===== config.mk =====
export PLATFORM = sky130hd
export DESIGN_NAME = fdp_place
export DESIGN_NICKNAME = d
export VERILOG_FILES = /design/src/rtl/core/fdp_pkg.sv /design/src/rtl/core/fdp_place.sv
export SDC_FILE = /design/constraint.sdc
export NUM_CORES = 1
export LEC_CHECK = 0
export ABC_CLOCK_PERIOD_IN_PS = 14500
export CAP_MARGIN = 40
export CORE_MARGIN = 2
export CORE_UTILIZATION = 60
export DETAILED_ROUTE_END_ITERATION = 6
export DONT_BUFFER_PORTS = 1
export PLACE_DENSITY_LB_ADDON = 0.05
export SLEW_MARGIN = 20
export SYNTH_ARGS = -nofsm -noshare
export SYNTH_HDL_FRONTEND = slang
export SYNTH_SLANG_ARGS = --single-unit
export TNS_END_PERCENT = 10

===== constraint.sdc =====
create_clock -name clk -period 14.5 [get_ports clk]
set_input_delay 2.175 -clock clk [delete_from_list [all_inputs] [get_ports clk]]
set_output_delay 2.175 -clock clk [all_outputs]
set_load 0.05 [all_outputs]

===== src/rtl/core/fdp_pkg.sv =====
package fdp_pkg;

  localparam int CKS_W = 32;
  localparam int SZ_W  = 21;
  localparam int IDX_W = 32;

  localparam int TABLE_DEPTH_DEF = 256;
  localparam logic [SZ_W-1:0] BLOCK_LIMIT_RST = SZ_W'(131072);

  typedef enum logic [1:0] {
    ST_IDLE,
    ST_SCAN,
    ST_PLACE,
    ST_DONE
  } state_t;

  // One dedup table entry as stored in memory
  typedef struct packed {
    logic [CKS_W-1:0] cks;
    logic [SZ_W-1:0]  size;
    logic [IDX_W-1:0] block;
    logic [SZ_W-1:0]  offset;
  } entry_t;

  localparam int ENTRY_W = $bits(entry_t);

  // Placement decision from the open-block tracker
  typedef struct packed {
    logic             closed_valid;
    logic [IDX_W-1:0] closed_index;
    logic [SZ_W-1:0]  closed_fill;
    logic             closed_nc;
    logic [IDX_W-1:0] index;
    logic [SZ_W-1:0]  offset;
  } place_t;

  // One result item
  typedef struct packed {
    logic             is_duplicate;
    logic [IDX_W-1:0] place_index;
    logic [SZ_W-1:0]  place_offset;
    logic             closed_valid;
    logic [IDX_W-1:0] closed_index;
    logic [SZ_W-1:0]  closed_fill;
    logic             closed_no_compress;
    logic             table_full;
  } res_t;

endpackage


===== src/rtl/core/fdp_place.sv =====
module fdp_place (
  input  logic                     clk,
  input  logic                     rst_n,
  input  logic [fdp_pkg::SZ_W-1:0] max_size,
  input  logic [fdp_pkg::SZ_W-1:0] frag_size,
  input  logic                     frag_nc,
  input  logic                     commit,
  output fdp_pkg::place_t          place
);

  logic                      open_valid_r, open_valid_nxt;
  logic [fdp_pkg::IDX_W-1:0] open_index_r, open_index_nxt;
  logic [fdp_pkg::SZ_W-1:0]  open_fill_r, open_fill_nxt;
  logic                      open_nc_r, open_nc_nxt;
  logic [fdp_pkg::IDX_W-1:0] opened_r, opened_nxt;

  logic [fdp_pkg::SZ_W:0] fill_sum;
  logic                   close;
  logic                   fresh;

  // Decide whether the fragment fits in the open block
  always_comb begin
    fill_sum = {1'b0, open_fill_r} + {1'b0, frag_size};
    close    = open_valid_r && (fill_sum > {1'b0, max_size});
    fresh    = !open_valid_r || close;

    place.closed_valid = close;
    place.closed_index = close ? open_index_r : '0;
    place.closed_fill  = close ? open_fill_r : '0;
    place.closed_nc    = close ? open_nc_r : 1'b0;
    place.index        = fresh ? opened_r : open_index_r;
    place.offset       = fresh ? '0 : open_fill_r;
  end

  // Advance the open block on a committed placement
  always_comb begin
    open_valid_nxt = open_valid_r;
    open_index_nxt = open_index_r;
    open_fill_nxt  = open_fill_r;
    open_nc_nxt    = open_nc_r;
    opened_nxt     = opened_r;
    if (commit) begin
      open_valid_nxt = 1'b1;
      open_index_nxt = place.index;
      open_fill_nxt  = place.offset + frag_size;
      open_nc_nxt    = (fresh ? 1'b0 : open_nc_r) | frag_nc;
      if (fresh) begin
        opened_nxt = opened_r + 1'b1;
      end
    end
  end

  always_ff @(posedge clk) begin
    if (!rst_n) begin
      open_valid_r <= 1'b0;
      open_index_r <= '0;
      open_fill_r  <= '0;
      open_nc_r    <= 1'b0;
      opened_r     <= '0;
    end else begin
      open_valid_r <= open_valid_nxt;
      open_index_r <= open_index_nxt;
      open_fill_r  <= open_fill_nxt;
      open_nc_r    <= open_nc_nxt;
      opened_r     <= opened_nxt;
    end
  end

endmodule


* Word-level counts from Yosys, hierarchy flattened
Cells that the tools add are included.
** Word-level totals
- Register bits :: 87
- Input port bits :: 46
- Output and inout port bits :: 108
** Operators by class
- Reductions and logical operators :: 4
- Multiplexer cells :: 6
- $add $sub $neg :: 3
- Order comparisons :: 1
- Bitwise operators :: 1
** Operators by type and width (count)
- 32-bit two-way mux :: 2
- 21-bit two-way mux :: 2
- 32-bit by 1-bit adder with 32-bit output (second input constant) :: 1
- 21-bit by 21-bit adder with 22-bit output :: 1
- 22-bit by 21-bit > comparator with 1-bit output :: 1
- 21-bit adder :: 1
- 1-bit two-way mux :: 2
- 2-bit AND reduction :: 1
- 1-bit logical AND :: 1
- 1-bit zero test :: 1
- 1-bit logical OR :: 1
- 1-bit OR :: 1

* Logic depth before layout (Yosys ltp)
Gate-level depths: netlist (run 1).
- Depth in word-level cells :: 6
- Gate-level depth with buffers :: 29
- Depth with buffers taken out :: 27

* Worst setup path before layout (run 1)
Ideal clock, no wire load.
- Path kind :: in2out
- Start :: in frag_size[6] in the netlist's numbering
- End :: out place[23] in the netlist's numbering
- Setup slack :: 5.385 ns
- Stages :: 17
- Arrival time :: 6.940 ns
- Data required time :: 12.325 ns
- Cell sequence :: ha_1 > a211o_1 > or2_1 > a311oi_1 > nor2_1 > o311a_1 > o311ai_1 > o311ai_1 > ha_1 > nand3_1 > nor4_1 > nand2b_1 > a21oi_1 > nor4_2 > buf_2 > buf_2 > o21ai_0
** RTL lines
- start: declaration :: RTL line fdp_place.sv:5 : input logic [fdp_pkg::SZ_W-1:0] frag_size,
- end: declaration :: RTL line fdp_place.sv:8 : output fdp_pkg::place_t place

==> results of run 1 <==
## cells in the final DEF, fill, tap and decap left out, types with 9 or more instances in the layout
master / instances
a21oi_1: 41
and2_1: 110
clkbuf_16: 9
dfxtp_1: 87
ha_1: 63
inv_1: 42
mux2_1: 15
mux2_2: 13
mux2i_1: 43
nand2_1: 40
nand3_1: 24
nor2_1: 39
nor2b_1: 52
nor3_1: 23
nor4_1: 19
o21ai_0: 17
o21ai_1: 10
xnor2_1: 26
xor2_1: 30
## worst register-to-register path, stage by stage, from the launching register on
cell       delay (ns)
dfxtp_1          0.34
ha_1             0.37
a2111oi_0        0.43
o21ai_1          0.14
a311oi_1         0.49
nor2_1           0.17
o311a_1          0.35
o311ai_1         0.37
nand3_1          0.13
o311ai_1         0.11
ha_1             0.29
nand3_1          0.14
nor2_1           0.06
a221oi_1         0.30
a21oi_1          0.23
nor4_4           0.25
buf_4            0.55
and2_1           0.63
ha_1             0.29
fa_1             0.23
a211oi_1         0.11
o21ai_0          0.26
a21oi_1          0.15
o32ai_1          0.49
o221ai_1         0.23
xor2_1           0.22
nand4_1          0.12
o211ai_1         0.11
## logic make-up after synthesis
logic type,after synthesis,share of synthesized area
and+or+nand+nor,339,0.2731
AOI/OAI and AO/OA,135,0.1291
DFF,87,0.2528
buffers and inverters,76,0.04540
muxes,71,0.1082
adders and majority gates,65,0.1202
xor gates and xnor gates,56,0.07118
## cells in the mapped netlist, types with 6 or more instances
cell type,instances,share of area
mux2_2,13,0.021
and2_1,110,0.10
and3_1,8,0.0073
o21bai_1,6,0.0065
mux2i_1,43,0.062
inv_1,42,0.023
nand3_1,24,0.017
nor4_1,19,0.017
a21oi_1,41,0.030
nor3_1,23,0.017
nor2_1,39,0.021
nand4_1,6,0.0054
a21o_1,8,0.0087
o21ai_1,6,0.0044
clkbuf_1,21,0.011
buf_2,7,0.0051
nor2b_1,52,0.047
mux2_1,15,0.025
o21a_1,7,0.0076
nand2_1,40,0.022
o21ai_0,21,0.015
xor2_1,30,0.038
a211oi_1,8,0.0087
xnor2_1,26,0.033
dfxtp_1,87,0.25
ha_1,63,0.11
## sequential cells by signal, summed over array words and instances, names as in the netlist
register	cells
opened_r	32
open_nc_r	1
open_valid_r	1
open_index_r	32
open_fill_r	21
## layout make-up
type	instances	area share
Multi-Input combinational cell	666	0.6595
Sequential cell	87	0.2370
Clock buffer	11	0.03439
Tap cell	143	0.02435
Inverter	42	0.02145
Timing Repair Buffer	8	0.01260
Clock inverter	5	0.01073
## path summary, 6_finish.rpt
path / slack, ns / cells after the start / end / from
max: 5.08 / 17 / place[1] / frag_size[6]
min: 0.50 / 1 / open_valid_r / open_valid_r
max reg2reg: 6.86 / 27 / open_fill_r[20] / open_fill_r[6]
min reg2reg: 0.50 / 1 / open_valid_r / open_valid_r
## routing by layer
metal / share of wire / up-vias / routed length (um) / global-route usage
li1: - / 2873 / - / -
met1: 0.45 / 2667 / 6888 / 0.3102
met2: 0.49 / 137 / 7521 / 0.4268
met3: 0.055 / 18 / 850 / 0.05139
met4: 0.014 / 0 / 217 / 0.07819
met5: 0 / - / 0 / 0
## stage by stage
step           setup slack, ns  cells  instance area [um^2]  total power [uW]
2_1_floorplan            5.385    829                  6890             411.3
3_3_place_gp             5.078    940                  6939             431.0
3_5_place_dp             5.102    945                  6989             440.0
4_1_cts                  5.083    961                  7321             694.7
5_1_grt                  4.640    962                  7348             727.1
6_report                 5.077    962                  7348             690.7
## where the power goes
part / switching, uW / internal [uW]
combinational: 114 / 69.9
sequential: 7.34 / 245
clock: 94.1 / 160
==> results.toml, run 1 <==
[status]
outcome = "finished, final reports clean"

[layout]
antenna_cells = 0
area_delta_synth_final_pct = 6.646
final_util = 0.6491
finalNetCount = 925
regArea_mm2 = 0.001742
nFillCells = 1008
drive_above_1_share = 0.05372
multi_input_area_mm2 = 0.004846

[die]
core_area_mm2 = 0.01132
start_util = 0.6086
die_area_mm2 = 0.01236
io_pins = 154
die_y_um = 111.2
placementRows = 39
die_w_um = 111.2

[pwr]
ir_worst_vdd_mv = 0.06798
p_leak_uw = 0.003346
power_density_mw_per_mm2 = 93.99

[placement]
dp_hpwl_mm = 11.57
portBuffers = 0
gp_congestion = 0.9066

[yosys]
synth_edf_count = 0
synthFlopType = "dfxtp_1"
ys_seq_area_frac = 0.2528
synth_cell_types = 59
synthArstFlopShare = 0
synth_cells = 829
ys_ff_latch = 87
synth_nets = 940
syn_area_mm2 = 0.006890
avgSynthCellArea_um2 = 8.312
ys_warn_count = 0

[clock_tree]
cts_buffers = 9
htree_levels = 3
post_cts_resized = 0
cts_hold_buf = 0
insertion_delay_ns = 0.33
numClockSinks = 87
post_cts_buffers = 0
cts_max_path_buffers = 2
cts_tree = "built"
cts-root-buf = "clkbuf_16"
clk_pin_slew_ns = 0.06

[route]
antenna_left = 0
first_pass_iters = 5
route.vias.total = 5695
drcViolationCount = 0
drt_iter0_markers = 220
finalWirelength_mm = 15.48
routedWlPerCell_um = 16.09
avgViaCountPerCell = 5.920

[grt]
overflow = 0
first_global_vias = 5492
grt_usage = 0.2477
antenna_found_initial = 0
grt_pass1_wl_mm = 25.69
grt_max_degree = 92

[critical_path]
cp-end-kind = "output port"
critPathSlowestCell = "and2_1"
crit_chain = "ha_1, a2111oi_0, o21ai_1, a311oi_1, nor2_1, o311a_1, o311ai_1, nand3_1, o311ai_1, ha_1, nand3_1, nor2_1, a221oi_1, a21oi_1, nor4_4, buf_4, and2_1"
worst-path-buf-inv = 1
crit_family = "compound AO/OA/AOI/OAI gates"
critPathMaxStageDelay_ns = 0.61
arrival_ns = 7.25
startpoint_type = "input port"
critPathKind = "in -> out"
cp.required_ns = 12.32
cp_max_fo = 58

[timing]
rsz0062_at_grt = "no"
maxSlewHeadroom = 0.5079
max_freq_mhz = 106.1
period_share = 0.6499
holdWs_ns = 0.4957
fin_worst_skew_ns = 0.006614
setup_tns_ns = 0
finalCriticalPeriod_ns = 9.423
setup_viol = 0
worst_pin_slew_ns = 0.7319
slew_violations = 0
hold_viol = 0

[worst_hold_path]
hp-class = "reg -> reg"

[flow_run]
maxCapViolations = 0
Power figures use the tool's default switching activity.
==> inputs of run 2 (changes only) <==
Settings changed: ABC_CLOCK_PERIOD_IN_PS 14500 to 9500.
Clock period 14.5 ns to 9.5 ns, I/O delays scaled along.
==> results.toml, run 2 (synthesis gave the netlist of run 1 again) <==
[status]
outcome = "finished, final reports clean"

[die]
placementRows = 39
die_w_um = 111.2
io_pins = 154
die_area_mm2 = 0.01236
die_y_um = 111.2
start_util = 0.6086
core_area_mm2 = 0.01132

[timing]
fin_worst_skew_ns = 0.006433
slew_violations = 0
rsz0062_at_grt = "no"
setup_viol = 0
max_freq_mhz = 120.0
worst_pin_slew_ns = 0.6892
setup_tns_ns = 0
hold_viol = 0
period_share = 0.8773
fin_ws_ns = 1.165
finalCriticalPeriod_ns = 8.335
maxSlewHeadroom = 0.5366
holdWs_ns = 0.5052

[route]
first_pass_iters = 4
drt_iter0_markers = 285
antenna_left = 0
avgViaCountPerCell = 5.985
finalWirelength_mm = 15.88
drcViolationCount = 0
routedWlPerCell_um = 16.49
route.vias.total = 5764

[layout]
final_util = 0.6508
drive_above_1_share = 0.05488
nFillCells = 994
multi_input_area_mm2 = 0.004846
antenna_cells = 0
mostFrequentLayoutCells = "and2_1 (110), dfxtp_1 (87), ha_1 (63)"
top_regs = "open_index_r: 32 flops, opened_r: 32 flops, open_fill_r: 21 flops"
area_delta_synth_final_pct = 6.919
regArea_mm2 = 0.001742
layout_commonest_cell = "and2_1"
finalNetCount = 926

[placement]
place_ws_ns = 0.9994
dp_hpwl_mm = 11.67
gp_congestion = 0.8803
portBuffers = 0

[clock_tree]
numClockSinks = 87
post_cts_resized = 0
clk_pin_slew_ns = 0.07
insertion_delay_ns = 0.34
cts_buffers = 9
cts_hold_buf = 0
cts_max_path_buffers = 2
cts-root-buf = "clkbuf_16"
htree_levels = 3
post_cts_buffers = 0
cts_tree = "built"

[worst_hold_path]
hp-class = "reg -> reg"

[grt]
overflow = 0
grt_pass1_wl_mm = 26.70
grt_max_degree = 92
first_global_vias = 5684
antenna_found_initial = 0
grt_usage = 0.2564

[pwr]
swShare = 0.3121
power_uw = 1068
power_density_mw_per_mm2 = 145.0
p_switching_uw = 333.3
seq_power_share = 0.362
intPower_uw = 734.7
comb_power_share = 0.265
p_clk_frac = 0.373
p_leak_uw = 0.003351
ir_worst_vdd_mv = 0.1106

[critical_path]
startpoint_type = "input port"
critPathKind = "in -> reg"
cp_max_fo = 37
cp-end-kind = "flip-flop"
cp.required_ns = 9.77
reg2reg_setup_slack_ns = 1.91
arrival_ns = 8.60

[flow_run]
maxCapViolations = 0
==> run 2: cell count changes in the layout (fill, tap and decap cells not counted), sizes merged <==
cell | previous run | this run
clkinv | 2 | 1
inv | 43 | 42
clkinvlp | 0 | 1
clkbuf | 11 | 12
buf | 8 | 9
==> run 2: path summary, 6_finish.rpt <==
path                                     start         endpoint  cells after the start
worst max-delay path              frag_size[6]  open_fill_r[20]                     27
worst min-delay path              open_valid_r     open_valid_r                      1
worst max register to register  open_fill_r[6]  open_fill_r[20]                     27
worst min register to register    open_valid_r     open_valid_r                      1
==> run 2: metrics by stage <==
step	instance area, um^2	instances
2_1_floorplan	6890	829
3_3_place_gp	6947	941
3_5_place_dp	6997	946
4_1_cts	7340	962
5_1_grt	7367	963
6_report	7367	963
==> run 2: critical path: stages <==
cell and delay [ns]:
ha_1 0.37, a2111oi_0 0.54, o21ai_1 0.18, a311oi_1 0.45
nor2_1 0.16, o311a_1 0.35, o311ai_1 0.43, nand3_1 0.16
o311ai_1 0.12, ha_1 0.30, nand3_1 0.14, nor2_1 0.07
a221oi_1 0.26, a21oi_1 0.21, nor4_4 0.26, buf_4 0.41
and2_1 0.53, ha_1 0.29, fa_1 0.25, a211oi_1 0.11
o21ai_0 0.29, a21oi_1 0.17, o32ai_1 0.47, o221ai_1 0.21
xor2_1 0.21, nand4_1 0.12, o211ai_1 0.09
==> run 2: per-layer routing <==
metal / global-route usage / part of all wire / vias to the layer above
li1: - / - / 2878
met1: 0.3209 / 0.45 / 2690
met2: 0.4329 / 0.48 / 169
met3: 0.04155 / 0.050 / 27
met4: 0.1169 / 0.025 / 0
met5: 0 / 0 / -
==> run 2: power by group through the flow <==
| stage | Combinational (uW) | Sequential (uW) | Clock, uW |
|---|---|---|---|
| 2_1_floorplan | 238 | 390 | 0 |
| 3_3_place_gp | 266 | 394 | 0 |
| 3_5_place_dp | 278 | 394 | 0 |
| 4_1_cts | 280 | 386 | 406 |
| 5_1_grt | 312 | 388 | 420 |
| 6_report | 283 | 387 | 398 |
==> run 2: area by class of cell <==
cell class                      count  area share
Clock buffer                       12     0.03618
Clock inverter                      4     0.01036
Inverter                           42     0.02140
Multi-Input combinational cell    666      0.6578
Sequential cell                    87      0.2364
Tap cell                          143     0.02429
Timing Repair Buffer                9     0.01359
==> inputs of run 3 (changes only) <==
Settings changed: GPL_TIMING_DRIVEN set to 0.
==> results.toml, run 3 (synthesis gave the netlist of run 1 again) <==
[route]
routedWlPerCell_um = 17.26
avgViaCountPerCell = 5.867
route.vias.total = 5814
antenna_left = 0
finalWirelength_mm = 17.10
drt_iter0_markers = 258
drcViolationCount = 0
first_pass_iters = 4

[status]
outcome = "finished, final reports clean"

[timing]
rsz0062_at_grt = "no"
worst_pin_slew_ns = 0.7684
setup_tns_ns = 0
fin_worst_skew_ns = 0.007624
period_share = 0.9268
slew_violations = 0
setup_viol = 0
hold_viol = 0
max_freq_mhz = 113.6
maxSlewHeadroom = 0.4877
finalCriticalPeriod_ns = 8.804

[layout]
fin_cells = 991
top_regs = "open_index_r: 32 flops, opened_r: 32 flops, open_fill_r: 21 flops"
layout_commonest_cell = "and2_1"
antenna_cells = 0
mostFrequentLayoutCells = "and2_1 (109), dfxtp_1 (87), ha_1 (63)"
drive_above_1_share = 0.05896
final_util = 0.6548
postLayoutCellArea_mm2 = 0.007413
area_delta_synth_final_pct = 7.590
finalNetCount = 955

[clock_tree]
cts_tree = "built"
cts_buffers = 9
htree_levels = 3
clk_pin_slew_ns = 0.06
insertion_delay_ns = 0.34
cts_max_path_buffers = 2
cts-root-buf = "clkbuf_16"
numClockSinks = 87

[critical_path]
cp.required_ns = 9.75
critPathKind = "in -> reg"
reg2reg_setup_slack_ns = 1.43
startpoint_type = "input port"
critPathMaxStageDelay_ns = 0.57
cp_max_fo = 10
arrival_ns = 9.06
critPathSlowestCell = "and2_1"
r2r_cells = 26
cp-end-kind = "flip-flop"
r2r-start = "open_fill_r[6]"
cp_common_cell = "ha_1"
worstReg2RegEnd = "open_fill_r[20]"

[grt]
overflow = 0
grt_pass1_wl_mm = 28.27
first_global_vias = 5812
grt_usage = 0.2778
antenna_found_initial = 1
grt_max_degree = 14

[die]
die_w_um = 111.2
placementRows = 39
die_y_um = 111.2
io_pins = 154
die_area_mm2 = 0.01236
start_util = 0.6086
core_area_mm2 = 0.01132

[placement]
placed_cells = 976
portBuffers = 0
gp_congestion = 0.8743
place_area_mm2 = 0.007099
dp_hpwl_mm = 13.60

[pwr]
power_density_mw_per_mm2 = 143.1
power_uw = 1061
ir_worst_vdd_mv = 0.09971
p_leak_uw = 0.003379

[worst_hold_path]
hp-class = "reg -> reg"
hold_path_end = "open_valid_r"
whs_path_depth = 1
min_from = "open_valid_r"

[flow_run]
maxCapViolations = 0
run 3: cell types whose count changed in the layout (fill, tap and decap cells not counted), moves of 2 or more:
cell      before  now
clkbuf_1       0   22
buf_2          0    7
buf_4          7    9
clkbuf_8       3    1
clkinv_2       0    2
run 3: area by class of cell:
| type | instances | area [um^2] |
|---|---|---|
| Multi-Input combinational cell | 666 | 4837 |
| Clock buffer | 11 | 242.7 |
| Clock inverter | 4 | 70.07 |
| Timing Repair Buffer | 4 | 30.03 |
| Tap cell | 143 | 178.9 |
| Inverter | 42 | 157.7 |
| Fill cell | 979 | 3908 |
| Buffer | 34 | 155.1 |
| Sequential cell | 87 | 1742 |
run 3: power by group:
| group | switching [uW] | internal (uW) |
|---|---|---|
| combinational | 188 | 108 |
| sequential | 12.0 | 375 |
| clock | 142 | 235 |
| total | 342 | 718 |
run 3: worst max path at each step:
stage	from	end	depth (start not counted)
floorplan	frag_size[6]	place[23]	17
detailed placement	frag_size[6]	open_fill_r[20]	26
global route	frag_size[6]	open_fill_r[20]	26
finish	frag_size[6]	open_fill_r[20]	26
CTS	frag_size[6]	open_fill_r[20]	26
global placement	frag_size[6]	open_fill_r[20]	26
run 3: what timing repair did:
item	in CTS	in global routing
hold buffers	0	0
endpoints found under the setup margin	0	1
buffers inserted	0	0
resized for setup	0	1
endpoints found under the hold margin	0	0
run 3: worst max-delay path, delay by kind of cell:
family / cells / cell delay (ns)
buf+inv: 2 / 0.78
compound gates: 12 / 3.35
xor+xnor: 1 / 0.22
simple gates: 8 / 2.21
fa+ha+maj: 3 / 1.08
run 3: through the flow:
stage / hold WS, ns / worst slack [ns]
after global routing: 0.5496 / 0.02746
after CTS: 0.5152 / 0.7337
after floorplan: 0.4499 / 1.885
after detailed placement: 0.4995 / 0.4135
final: 0.5217 / 0.6956
after global placement: 0.4953 / 0.3654
run 3: layer usage:
layer	vias to the layer above	wire, um	GRT usage
li1	2927	-	-
met5	-	0	0
met4	0	351	0.09218
met3	26	1033	0.06069
met2	152	8415	0.4963
met1	2709	7300	0.3295
