[src/rtl/core/fdp_ram.sv]
module fdp_ram #(
  parameter int WIDTH = 8,
  parameter int DEPTH = 16
) (
  input  logic                     clk,
  input  logic                     we,
  input  logic [$clog2(DEPTH)-1:0] waddr,
  input  logic [WIDTH-1:0]         wdata,
  input  logic                     re,
  input  logic [$clog2(DEPTH)-1:0] raddr,
  output logic [WIDTH-1:0]         rdata
);

  logic [WIDTH-1:0] mem [DEPTH];

  // Write port and registered read port
  always_ff @(posedge clk) begin
    if (we) begin
      mem[waddr] <= wdata;
    end
    if (re) begin
      rdata <= mem[raddr];
    end
  end

endmodule

[config.mk]
export PLATFORM = sky130hd
export DESIGN_NAME = fdp_ram
export DESIGN_NICKNAME = d
export VERILOG_FILES = /design/src/rtl/core/fdp_ram.sv
export SDC_FILE = /design/constraint.sdc
export NUM_CORES = 1
export LEC_CHECK = 0
export BUFFER_PORTS_ARGS = -buffer_cell sky130_fd_sc_hd__buf_4
export CORE_MARGIN = 3
export CORE_UTILIZATION = 44
export CTS_BUF_LIST = sky130_fd_sc_hd__clkbuf_4
export CTS_CLUSTER_SIZE = 10
export DETAILED_ROUTE_END_ITERATION = 7
export GPL_ROUTABILITY_DRIVEN = 1
export PLACE_DENSITY = 0.65
export SLEW_MARGIN = 20
export SYNTH_ARGS = -nofsm -noshare
export SYNTH_HDL_FRONTEND = slang
export SYNTH_SLANG_ARGS = --single-unit
[constraint.sdc]
create_clock -name clk -period 1.8 [get_ports clk]
set_clock_uncertainty 0.15 [all_clocks]
set_input_delay 0 -clock clk [delete_from_list [all_inputs] [get_ports clk]]
set_output_delay 0 -clock clk [all_outputs]
set_load 0.005 [all_outputs]
# After elaboration in Yosys (flattened, before gate mapping)
# Memory sizes are Yosys's and may differ from the RTL's. A register that Yosys moved wholly into a read port is not among the register bits.
# Index checks and enable logic that the tools add are counted.
# op_classes
muxes	2
# op_table
cell	count
$mux 1	2
# word_totals
ff_bits	0
ram_bits	128
in_bits	19
out_inout_bits	8
word_cells	3
memories	1
# memory_table
name	depth	word_bits	read_ports	rd_ports_with_merged_regs	wr	line	source
mem	16	8	1	1	1	14	logic [WIDTH-1:0] mem [DEPTH];

# Longest topological paths before layout
# Gate-level depths: netlist of the first run.
# depth
ltp_word	2
mapped_depth	5
mapped_depth_nobuf	3

# Least setup slack after synthesis of the first run
# OpenSTA, ideal clock, no wires.
# synth_path
path_kind	input to register
from	in waddr[2]
to	mem mem[0][0], enable pin
setup_time_ns	0.383
t_arrival_ns	1.110
required_time_ns	1.267
path_slack_ns	0.157
cell_stages	2
path_buffers	0
path_cell_list	or3b_2 nor3_1
# synth_rtl
item	line	source
from (decl)	7	input logic [$clog2(DEPTH)-1:0] waddr,
to (decl)	14	
# Straight into the memory's write port.

==> reports/metrics.yaml, run 1 <==
run_status:
  status: "completed"
setup_path:
  critical_path_class: "in -> reg"
  startpoint_type: "primary input"
  cpMaxStageDelayCell: "dlygate4sd3_1"
  r2r_slack_ns: 0.14
  path_buf_inv: 4
  critPathMaxFanout: 8
  slowest_delay_ns: 0.54
  arrival_ns: 1.88
  cp-end-kind: "register"
  cp_top_family: "buffers and inverters"
  reg2regPathDepth: 3
  worstPathRequired_ns: 1.92
  r2r_start: "mem[1][3]$_DFFE_PP_"
  r2r-end: "rdata[3]$_DFFE_PP_"
  crit_chain: "dlygate4sd3_1 > buf_4 > nor2b_1 > dlygate4sd3_1 > buf_4 > a22oi_1 > nand2_1"
power_and_ir_drop:
  power_density_nw_per_um2: 999.9
  leakage_nw: 2.132
  power_w: 0.006257
  ir_drop_mv: 0.4571
clock_network:
  root_buffer: "clkbuf_4"
  post_cts_buffers: 0
  cts-htree-levels: 4
  clock_path_buffers: 2
  clock_latency_ns: 0.53
  cts.clk_slew.worst_paths_ns: 0.12
  cts-buffers-inserted: 17
  tritoncts: "yes"
  cts.sinks: 136
floorplanning:
  start_util_pct: 45.39
  pin_count: 27
  die_w_um: 115
  dieArea_sq_um: 13230
  row_count: 39
  dieHeight_um: 115
  core-area_sq_um: 11520
sta:
  rsz0062_at_grt: "no"
  min_period_ns: 1.755
  tightest_slew_ns: 0.3863
  post-route-period-util_pct: 97.52
  slew-limit-headroom_pct: 74.25
  fin_ws_ns: 0.04464
  timing.fmax_mhz: 569.7
  maxSlewViolCount: 0
  setup_tns_ns: 0
  hold_violations: 0
  finalSetupViolCount: 0
detailed_routing:
  antenna_left: 0
  vias: 2560
  wl_per_cell_um: 20.76
  dr.pass1.iters: 4
  route.detailed.drc: 0
  viasPerCell: 5.529
  finalWirelength_mm: 9.612
  drt_iter0_drc: 177
global_route:
  grt_usage_pct: 16.19
  antenna_found_initial: 1
  grt_max_degree: 22
  grt_pass1_vias: 2582
  grt-ovfl-total: 0
  grt_pass1_wl_mm: 15.31
placed_design:
  dp_slack_ns: 0.1114
  port_buffers: 26
  place.gp.congestion: 0.6932
  placedCellCount: 411
  post_dp_cell_area_sq_um: 5725
  dp_hpwl_mm: 6.312
yosys:
  syn_area_per_cell_sq_um: 22.83
  ys_seq_area_share_pct: 78.12
  ys_warn_count: 0
  synthesis.area_sq_um: 5228
  yosys.area.top_type: "edfxtp_1"
  ys_ff_latch: 136
  synth_area_leaders: "edfxtp_1 (78%), mux4_2 (7.8%), mux4_1 (7.0%), a22oi_1 (2.3%), nor2_1 (0.93%)"
  synth_cells: 229
  yosys.area.top_type_share_pct: 78.12
  synth.distinct_cells: 18
  synth.net_count: 248
finish:
  layout-drive-gt1-share_pct: 31.03
  fin_area_sq_um: 6257
  final_cells: 463
  nets: 325
  final_cell_mix: "edfxtp_1 (136), buf_4 (46), dlygate4sd3_1 (19)"
  syn2layout_area_growth_pct: 19.70
  mostFrequentLayoutCell: "edfxtp_1"
job:
  maxCapViolations: 0
min_path:
  min_from: "raddr[0]"
  hold_depth: 5
  hp-class: "in -> reg"
  holdPathEnd: "rdata[5]$_DFFE_PP_"
## synth_stat cells
cell             number
nand2_1               9
nand3_1               1
and2_1                1
nor3_1                4
buf_4                 1
edfxtp_1            136
mux4_2               18
nand3b_1              2
buf_2                 3
buf_6                 3
clkdlybuf4s25_2       3
nor2b_1               1
a22oi_1              16
nand2b_1              2
nor2_1               13
or3b_2                1
and2b_1               1
mux4_1               14
## stage by stage
stage | hold slack [ns] | util (%)
after floorplan | -0.05113 | -
after global placement | 0.1522 | 49.72
after detailed placement | 0.1644 | 49.72
after CTS | 0.02359 | 54.31
after global routing | 0.05103 | 54.34
final | 0.04526 | 54.34
## routing by layer
| layer | wire length [um] | track usage (%) | vias up |
|---|---|---|---|
| met3 | 515 | 5.474 | 12 |
| li1 | - | - | 1137 |
| met1 | 4487 | 23.10 | 1335 |
| met4 | 129 | 5.399 | 0 |
| met5 | 0 | 0 | - |
| met2 | 4480 | 23.69 | 76 |
## power breakdown
part	switching (W)	internal (W)
Combinational	0.000190	0.000193
Clock	0.00105	0.00125
Sequential	0.0000168	0.00356
Total	0.00126	0.00500
## worst reg2reg max path: cells and delay by family (launching register included)
| family | cells | cell delay [ns] |
|---|---|---|
| AOI/OAI and AO/OA | 1 | 0.29 |
| and+or+nand+nor | 1 | 0.09 |
| muxes | 1 | 0.50 |
| DFF | 1 | 0.39 |
## state kept, by name, summed over array words and instances (netlist names)
signal  cells
mem       128
rdata       8
## how the worst max path moves through the flow
| stage | cells past startpoint | startpoint | slack [ns] | to |
|---|---|---|---|---|
| after CTS | 7 | raddr[3] | 0.09 | rdata[1]$_DFFE_PP_ |
| after global placement | 5 | raddr[0] | 0.08 | rdata[3]$_DFFE_PP_ |
| after detailed placement | 5 | raddr[0] | 0.11 | rdata[3]$_DFFE_PP_ |
| after floorplan | 2 | waddr[2] | 0.16 | mem[0][0]$_DFFE_PP_ |
| after global routing | 3 | mem[1][0]$_DFFE_PP_ | 0.05 | rdata[0]$_DFFE_PP_ |
| final | 7 | raddr[3] | 0.04 | rdata[1]$_DFFE_PP_ |
## cell type report
| class | count | area (sq um) |
|---|---|---|
| well taps | 143 | 178.9 |
| clock inverters | 14 | 203.9 |
| flip-flops and latches | 136 | 4084 |
| repair buffers | 68 | 595.6 |
| multi-input cells | 83 | 1057 |
| clock buffers | 18 | 135.1 |
| diodes | 1 | 2.502 |
| fillers | 881 | 5259 |
## logic make-up after synthesis
group,synth area share (%)
and+or+nand+nor,3.136
AOI/OAI and AO/OA,2.298
muxes,14.79
buffers and inverters,1.651
DFF,78.12
## timing repair
action,CTS,global route
endpoints found under the setup margin,0,0
endpoints found under the hold margin,220,0
gates resized for setup,0,0
hold buffers,19,0
Note: power is estimated with default switching activity, not from simulation.
==> run 2: changes to the inputs <==
--- a/config.mk
+++ b/config.mk
@@ -12,7 +12,7 @@
 export CTS_CLUSTER_SIZE = 10
 export DETAILED_ROUTE_END_ITERATION = 7
 export GPL_ROUTABILITY_DRIVEN = 1
-export PLACE_DENSITY = 0.65
+export PLACE_DENSITY = 0.63
 export SLEW_MARGIN = 20
 export SYNTH_ARGS = -nofsm -noshare
 export SYNTH_HDL_FRONTEND = slang
==> constraint.sdc (replaced) <==
create_clock -name clk -period 2.2 [get_ports clk]
set_clock_uncertainty 0.15 [all_clocks]
set_input_delay 0.11 -clock clk [delete_from_list [all_inputs] [get_ports clk]]
set_output_delay 0.11 -clock clk [all_outputs]
set_load 0.005 [all_outputs]
==> run 2 against run 1 <==
  * Largest power group unchanged
  * Register-to-register slack improved by 0.38 ns
  * Count of clock-buffer cells in the layout is 2 higher
  * Via count fell by 4.1%
  * Utilization down 1.3 points
==> reports/metrics.yaml, run 2 (synthesis gave the netlist of run 1 again) <==
clock_network:
  cts.sinks: 136  # unchanged
  post_cts_resize_count: 0  # unchanged
  root_buffer: "clkbuf_4"  # unchanged
  post_cts_buffers: 0  # unchanged
  tritoncts: "yes"  # unchanged
  cts_hold_buffers: 12  # was 19
  cts-htree-levels: 4  # unchanged
  clock_latency_ns: 0.50  # was 0.53 ns
  cts.clk_slew.worst_paths_ns: 0.10  # was 0.12 ns
  clock_path_buffers: 2  # unchanged
  cts-buffers-inserted: 17  # unchanged
finish:
  final_cell_mix: "edfxtp_1 (136), buf_4 (42), clkbuf_4 (20)"  # was edfxtp_1 (136), buf_4 (46), dlygate4sd3_1 (19)
  regMostFlops: "mem"  # unchanged
  final_cells: 450  # was 463
  nFillCells: 885  # was 881
  largestRegisters: "mem x128, rdata x8"  # unchanged
  syn2layout_area_growth_pct: 16.75  # was 19.70%
  nets: 313  # was 325
  largest_register_ffs: 128  # unchanged
  mostFrequentLayoutCell: "edfxtp_1"  # unchanged
  layout-drive-gt1-share_pct: 29.41  # was 31.03%
power_and_ir_drop:
  power_density_nw_per_um2: 809.2  # was 999.9 nW/um^2
  leakage_nw: 2.048  # was 2.132 nW
  ir_drop_mv: 0.3503  # was 0.4571 mV
  power_w: 0.004939  # was 0.006257 W
setup_path:
  critical_path_class: "in -> reg"  # unchanged
  critPathMaxFanout: 8  # unchanged
  cp-startpoint: "waddr[1]"  # was raddr[3]
  startpoint_type: "primary input"  # unchanged
  arrival_ns: 1.76  # was 1.88 ns
  r2r_start: "mem[0][0]$_DFFE_PP_"  # was mem[1][3]$_DFFE_PP_
  worstPathRequired_ns: 2.26  # was 1.92 ns
  cp-end-kind: "register"  # unchanged
floorplanning:
  die_w_um: 115  # unchanged
  row_count: 39  # unchanged
  start_util_pct: 45.39  # unchanged
  dieHeight_um: 115  # unchanged
  dieArea_sq_um: 13230  # unchanged
  core-area_sq_um: 11520  # unchanged
  pin_count: 27  # unchanged
detailed_routing:
  finalWirelength_mm: 9.243  # was 9.612 mm
  drt_iter0_drc: 178  # was 177
  dr.pass1.iters: 4  # unchanged
  antenna_left: 0  # unchanged
  route.detailed.drc: 0  # unchanged
  wl_per_cell_um: 20.54  # was 20.76 um
  vias: 2454  # was 2560
  viasPerCell: 5.453  # was 5.529
min_path:
  hp-class: "in -> reg"  # unchanged
  min_from: "waddr[3]"  # was raddr[0]
job:
  maxCapViolations: 0  # unchanged
sta:
  finalSetupViolCount: 0  # unchanged
  min_period_ns: 1.698
  slew-limit-headroom_pct: 52.22  # was 74.25%
  timing.fmax_mhz: 588.9
  maxSlewViolCount: 0  # unchanged
  hold_violations: 0  # unchanged
  rsz0062_at_grt: "no"  # unchanged
  setup_tns_ns: 0  # unchanged
  tightest_slew_ns: 0.7153  # was 0.3863 ns
  post-route-period-util_pct: 77.19
  fin_hold_ws_ns: 0.08365  # was 0.04526 ns
global_route:
  grt_pass1_wl_mm: 14.46  # was 15.31 mm
  grt_usage_pct: 15.32  # was 16.19%
  grt_pass1_vias: 2573  # was 2582
  antenna_found_initial: 1  # unchanged
  grt-ovfl-total: 0  # unchanged
  grt_max_degree: 33  # was 22
placed_design:
  place.gp.congestion: 0.7086  # was 0.6932
  dp_hpwl_mm: 5.916  # was 6.312 mm
  port_buffers: 26  # unchanged
  placedCellCount: 406  # was 411
run_status:
  status: "completed"  # unchanged
[run 2: changes by cell type in the layout (fill, tap and decap cells not counted)]
cell	before	now
dlygate4sd3_1	19	12
buf_4	46	42
clkinv_2	5	1
clkinv_1	1	4
clkbuf_4	18	20
buf_12	3	2
bufinv_16	5	4
clkinv_4	1	0
clkinvlp_4	1	2
inv_6	1	0
[run 2: area by class of cell]
| cell class | instances | area [sq um] | area share [%] |
|---|---|---|---|
| diodes | 1 | 2.502 | 0.04100 |
| flip-flops and latches | 136 | 4084 | 66.91 |
| clock buffers | 20 | 150.1 | 2.460 |
| repair buffers | 56 | 475.5 | 7.790 |
| clock inverters | 11 | 155.1 | 2.542 |
| well taps | 143 | 178.9 | 2.932 |
| multi-input cells | 83 | 1057 | 17.32 |
[run 2: critical path, cell delays in order]
cell,delay [ns]
dlygate4sd3_1,0.53
buf_4,0.16
nor3_1,0.19
dlygate4sd3_1,0.58
buf_4,0.18
[run 2: power by group]
| group | switching (W) | internal, W | total, W |
|---|---|---|---|
| logic | 0.000147 | 0.000142 | 0.000289 |
| clock network | 0.000804 | 0.000918 | 0.00172 |
| registers | 0.0000150 | 0.00291 | 0.00293 |
[run 2: path summary, 6_finish.rpt]
path / slack, ns / end / depth (start not counted)
min: 0.08 / mem[1][3]$_DFFE_PP_ / 4
max: 0.50 / mem[8][6]$_DFFE_PP_ / 5
max reg2reg: 0.52 / rdata[0]$_DFFE_PP_ / 3
min reg2reg: 0.60 / rdata[5]$_DFFE_PP_ / 3
[run 2: metal layers]
layer | track usage [%] | up-vias | part of all wire [%]
li1 | - | 1111 | -
met2 | 23.53 | 64 | 50
met5 | 0 | - | 0
met3 | 5.105 | 4 | 4.0
met4 | 5.477 | 0 | 0.84
met1 | 20.69 | 1275 | 45
[run 2: through the flow]
step / area [sq um] / utilization, % / worst slack (ns)
floorplan: 5228 / - / 0.4471
CTS: 6101 / 52.98 / 0.5132
global route: 6103 / 53.00 / 0.4464
finish: 6103 / 53.00 / 0.5019
global placement: 5675 / 49.28 / 0.3190
detailed placement: 5675 / 49.28 / 0.3057
==> run 3: changes to the inputs <==
--- a/config.mk
+++ b/config.mk
@@ -5,6 +5,7 @@
 export SDC_FILE = /design/constraint.sdc
 export NUM_CORES = 1
 export LEC_CHECK = 0
+export ABC_AREA = 1
 export BUFFER_PORTS_ARGS = -buffer_cell sky130_fd_sc_hd__buf_4
 export CORE_MARGIN = 3
 export CORE_UTILIZATION = 44
@@ -12,7 +13,7 @@
 export CTS_CLUSTER_SIZE = 10
 export DETAILED_ROUTE_END_ITERATION = 7
 export GPL_ROUTABILITY_DRIVEN = 1
-export PLACE_DENSITY = 0.63
+export PLACE_DENSITY = 0.65
 export SLEW_MARGIN = 20
 export SYNTH_ARGS = -nofsm -noshare
 export SYNTH_HDL_FRONTEND = slang
==> constraint.sdc (replaced) <==
create_clock -name clk -period 1.5 [get_ports clk]
set_clock_uncertainty 0.15 [all_clocks]
set_input_delay 0.075 -clock clk [delete_from_list [all_inputs] [get_ports clk]]
set_output_delay 0.075 -clock clk [all_outputs]
set_load 0.005 [all_outputs]
==> run 3 against run 2 <==
  * Via count rose by 60%
  * Area after synthesis rose by 12%
  * Highest routed layer unchanged
  * Non-clock buffer count increased by 12
  * Worst hold slack improved by 0.067 ns
  * Largest cell class unchanged
==> reports/metrics.yaml, run 3 <==
finish:
  nets: 633  # was 313
  final_cell_mix: "nand2_1 (173), edfxtp_1 (136), inv_1 (100)"  # was edfxtp_1 (136), buf_4 (42), clkbuf_4 (20)
  fin_area_sq_um: 6848  # was 6103 sq um
  antenna_cells: 0  # was 1
  syn2layout_area_growth_pct: 17.12  # was 16.75%
  layout-drive-gt1-share_pct: 13.56  # was 29.41%
  mostFrequentLayoutCell: "nand2_1"  # was edfxtp_1
  fin_util_pct: 53.40  # was 53.00%
  largest_register_ffs: 128  # unchanged
  regMostFlops: "mem"  # unchanged
  largestRegisters: "mem x128, rdata x8"  # unchanged
placed_design:
  place.gp.congestion: 0.8216  # was 0.7086
  port_buffers: 26  # unchanged
  dp_slack_ns: 0.05191  # was 0.3057 ns
  post_dp_cell_area_sq_um: 6324  # was 5675 sq um
  dp_hpwl_mm: 7.990  # was 5.916 mm
power_and_ir_drop:
  p_clk_share_pct: 37.5  # was 34.9%
  leakage_nw: 2.961  # was 2.048 nW
  p_sw_w: 0.001647  # was 0.0009655 W
  ir_drop_mv: 0.4408  # was 0.3503 mV
  p_comb_share_pct: 7.3  # was 5.8%
  p_int_w: 0.006151  # was 0.003974 W
  power_density_nw_per_um2: 1139  # was 809.2 nW/um^2
  p_sw_share_pct: 21.12  # was 19.55%
  seqPwrFrac_pct: 55.2  # was 59.3%
yosys:
  synth_edf_count: 136  # unchanged
  synth_ff_type: "edfxtp_1"  # unchanged
  synthesis.area_sq_um: 5847  # was 5228 sq um
  syn_area_per_cell_sq_um: 10.61  # was 22.83 sq um
  ys_warn_count: 0  # unchanged
  synth.net_count: 570  # was 248
  ys_top_cells_by_count: "nand2_1 (173), edfxtp_1 (136), inv_1 (100), nand3_1 (97), nor2_1 (17)"  # was edfxtp_1 (136), mux4_2 (18), a22oi_1 (16), mux4_1 (14), nor2_1 (13)
  synth.distinct_cells: 11  # was 18
  yosys.area.top_type: "edfxtp_1"  # unchanged
  synth_cells: 551  # was 229
  yosys.area.top_type_share_pct: 69.85  # was 78.12%
  ys_seq_area_share_pct: 69.85  # was 78.12%
  yosysMostFrequentCell: "nand2_1"  # was edfxtp_1
  synth_area_leaders: "edfxtp_1 (70%), nand2_1 (11%), nand3_1 (8.3%), inv_1 (6.4%), buf_6 (1.2%)"  # was edfxtp_1 (78%), mux4_2 (7.8%), mux4_1 (7.0%), a22oi_1 (2.3%), nor2_1 (0.93%)
  ys_ff_latch: 136  # unchanged
  ys_async_sr_fraction_pct: 0  # unchanged
clock_network:
  clock_latency_ns: 0.53  # was 0.50 ns
  post_cts_resize_count: 0  # unchanged
  tritoncts: "yes"  # unchanged
  root_buffer: "clkbuf_4"  # unchanged
  cts.clk_slew.worst_paths_ns: 0.11  # was 0.10 ns
  cts-htree-levels: 4  # unchanged
  cts.sinks: 136  # unchanged
  clock_path_buffers: 2  # unchanged
  cts-buffers-inserted: 17  # unchanged
sta:
  setup_tns_ns: 0  # unchanged
  maxSlewViolCount: 0  # unchanged
  finalSetupViolCount: 0  # unchanged
  post-route-period-util_pct: 91.33
  rsz0062_at_grt: "no"  # unchanged
  hold_violations: 0  # unchanged
  slew-limit-headroom_pct: 56.99  # was 52.22%
  min_period_ns: 1.370
  fin_ws_ns: 0.1301  # was 0.5019 ns
  timing.fmax_mhz: 730.0
  tightest_slew_ns: 0.6442  # was 0.7153 ns
global_route:
  grt_pass1_vias: 3757  # was 2573
  grt_util_met1_pct: 24.58  # was 20.69%
  antenna_found_initial: 0  # was 1
  met2_usage_pct: 29.28  # was 23.53%
  grt_pass1_wl_mm: 19.95  # was 14.46 mm
  top_usage_layer: "met2"  # unchanged
  grt_usage_pct: 18.39  # was 15.32%
  grt-ovfl-total: 0  # unchanged
  grt.met3_usage_pct: 4.895  # was 5.105%
  grt_max_degree: 33  # unchanged
detailed_routing:
  drt_iter0_drc: 349  # was 178
  finalWirelength_mm: 12.72  # was 9.243 mm
  viasPerCell: 4.906  # was 5.453
  route.detailed.drc: 0  # unchanged
  antenna_left: 0  # unchanged
  wl_per_cell_um: 15.91  # was 20.54 um
  dr.pass1.iters: 5  # was 4
  vias: 3920  # was 2454
setup_path:
  cp-end-kind: "primary output"  # was register
  critical_path_class: "reg -> out"  # was in -> reg
  critPathMaxFanout: 1  # was 8
  path_buf_inv: 1  # was 4
  worstPathRequired_ns: 1.27  # was 2.26 ns
  arrival_ns: 1.14  # was 1.76 ns
  slowest_delay_ns: 0.45  # was 0.58 ns
  cp_top_family: "flip-flops"  # was buffers and inverters
  cpMaxStageDelayCell: "edfxtp_1"  # was dlygate4sd3_1
  startpoint_type: "register"  # was primary input
  crit_chain: "buf_4"  # was dlygate4sd3_1 > buf_4 > nor3_1 > dlygate4sd3_1 > buf_4
floorplanning:
  core-area_sq_um: 12820  # was 11520 sq um
  dieHeight_um: 121.3  # was 115 um
  start_util_pct: 45.59  # was 45.39%
  pin_count: 27  # unchanged
  die_w_um: 121.3  # was 115 um
  row_count: 41  # was 39
  dieArea_sq_um: 14710  # was 13230 sq um
run_status:
  status: "completed"  # unchanged
min_path:
  hp-class: "in -> reg"  # unchanged
job:
  maxCapViolations: 0  # unchanged
==> run 3: cell types whose count changed in the layout (fill, tap and decap cells not counted), moves of 4 or more <==
cell           delta
a22oi_1          -16
nor3_1            -4
nor2_1            +4
mux4_2           -18
nand3_1          +96
mux4_1           -14
dlygate4sd3_1     +4
buf_4             +7
inv_1           +100
nand2_1         +164
==> run 3: worst paths after layout <==
| kind | startpoint | end | slack (ns) | cells after the start |
|---|---|---|---|---|
| hold / removal | raddr[0] | rdata[5]$_DFFE_PP_ | 0.15 | 8 |
| hold reg to reg | mem[2][5]$_DFFE_PP_ | rdata[5]$_DFFE_PP_ | 0.60 | 6 |
| setup reg to reg | mem[9][6]$_DFFE_PP_ | rdata[6]$_DFFE_PP_ | 0.21 | 6 |
| setup / recovery | rdata[7]$_DFFE_PP_ | rdata[7] | 0.13 | 1 |
==> run 3: worst reg2reg max path: stages (launching register included) <==
cell,delay [ns]
edfxtp_1,0.38
inv_1,0.06
nand2_1,0.05
nand3_1,0.09
nand3_1,0.12
nand3_1,0.14
nand2_1,0.07
==> run 3: through the flow <==
step                hold WS [ns]  total power (W)  std cells
global route              0.1437         0.008096        799
global placement          0.2313         0.004915        751
finish                    0.1506         0.007797        799
floorplan                0.02387         0.004682        551
CTS                     0.004056         0.007855        798
detailed placement        0.2390         0.004926        751
==> run 3: power groups by stage <==
| stage | clock network (W) | registers, W | logic [W] |
|---|---|---|---|
| global route | 0.00315 | 0.00431 | 0.000636 |
| global placement | 0 | 0.00439 | 0.000529 |
| detailed placement | 0 | 0.00439 | 0.000537 |
| CTS | 0.00298 | 0.00430 | 0.000571 |
| finish | 0.00293 | 0.00430 | 0.000571 |
| floorplan | 0 | 0.00438 | 0.000300 |
==> run 3: layer usage <==
layer / up-vias / wire length, um
met3: 26 / 667
met4: 0 / 284
met2: 118 / 6091
met1: 1869 / 5672
li1: 1907 / -
met5: - / 0
==> run 3: repair_timing <==
item | CTS | global route
hold endpoints to repair | 165 | 13
buffers inserted | 0 | 0
setup endpoints to repair | 0 | 0
hold buffers | 15 | 1
==> run 3: final cells by class <==
type / count / area (sq um)
clock inverter: 14 / 229.0
tap: 172 / 215.2
clock buffer: 18 / 135.1
inverter: 102 / 382.9
fill: 1143 / 5977
multi-input combinational: 289 / 1214
timing repair buffer: 68 / 588.1
sequential: 136 / 4084
==> run 3: logic make-up after synthesis <==
kind of cell / count (synthesis) / share of synthesized area [%]
buffers and inverters: 126 / 9.394
and+or+nand+nor: 289 / 20.76
DFF: 136 / 69.85
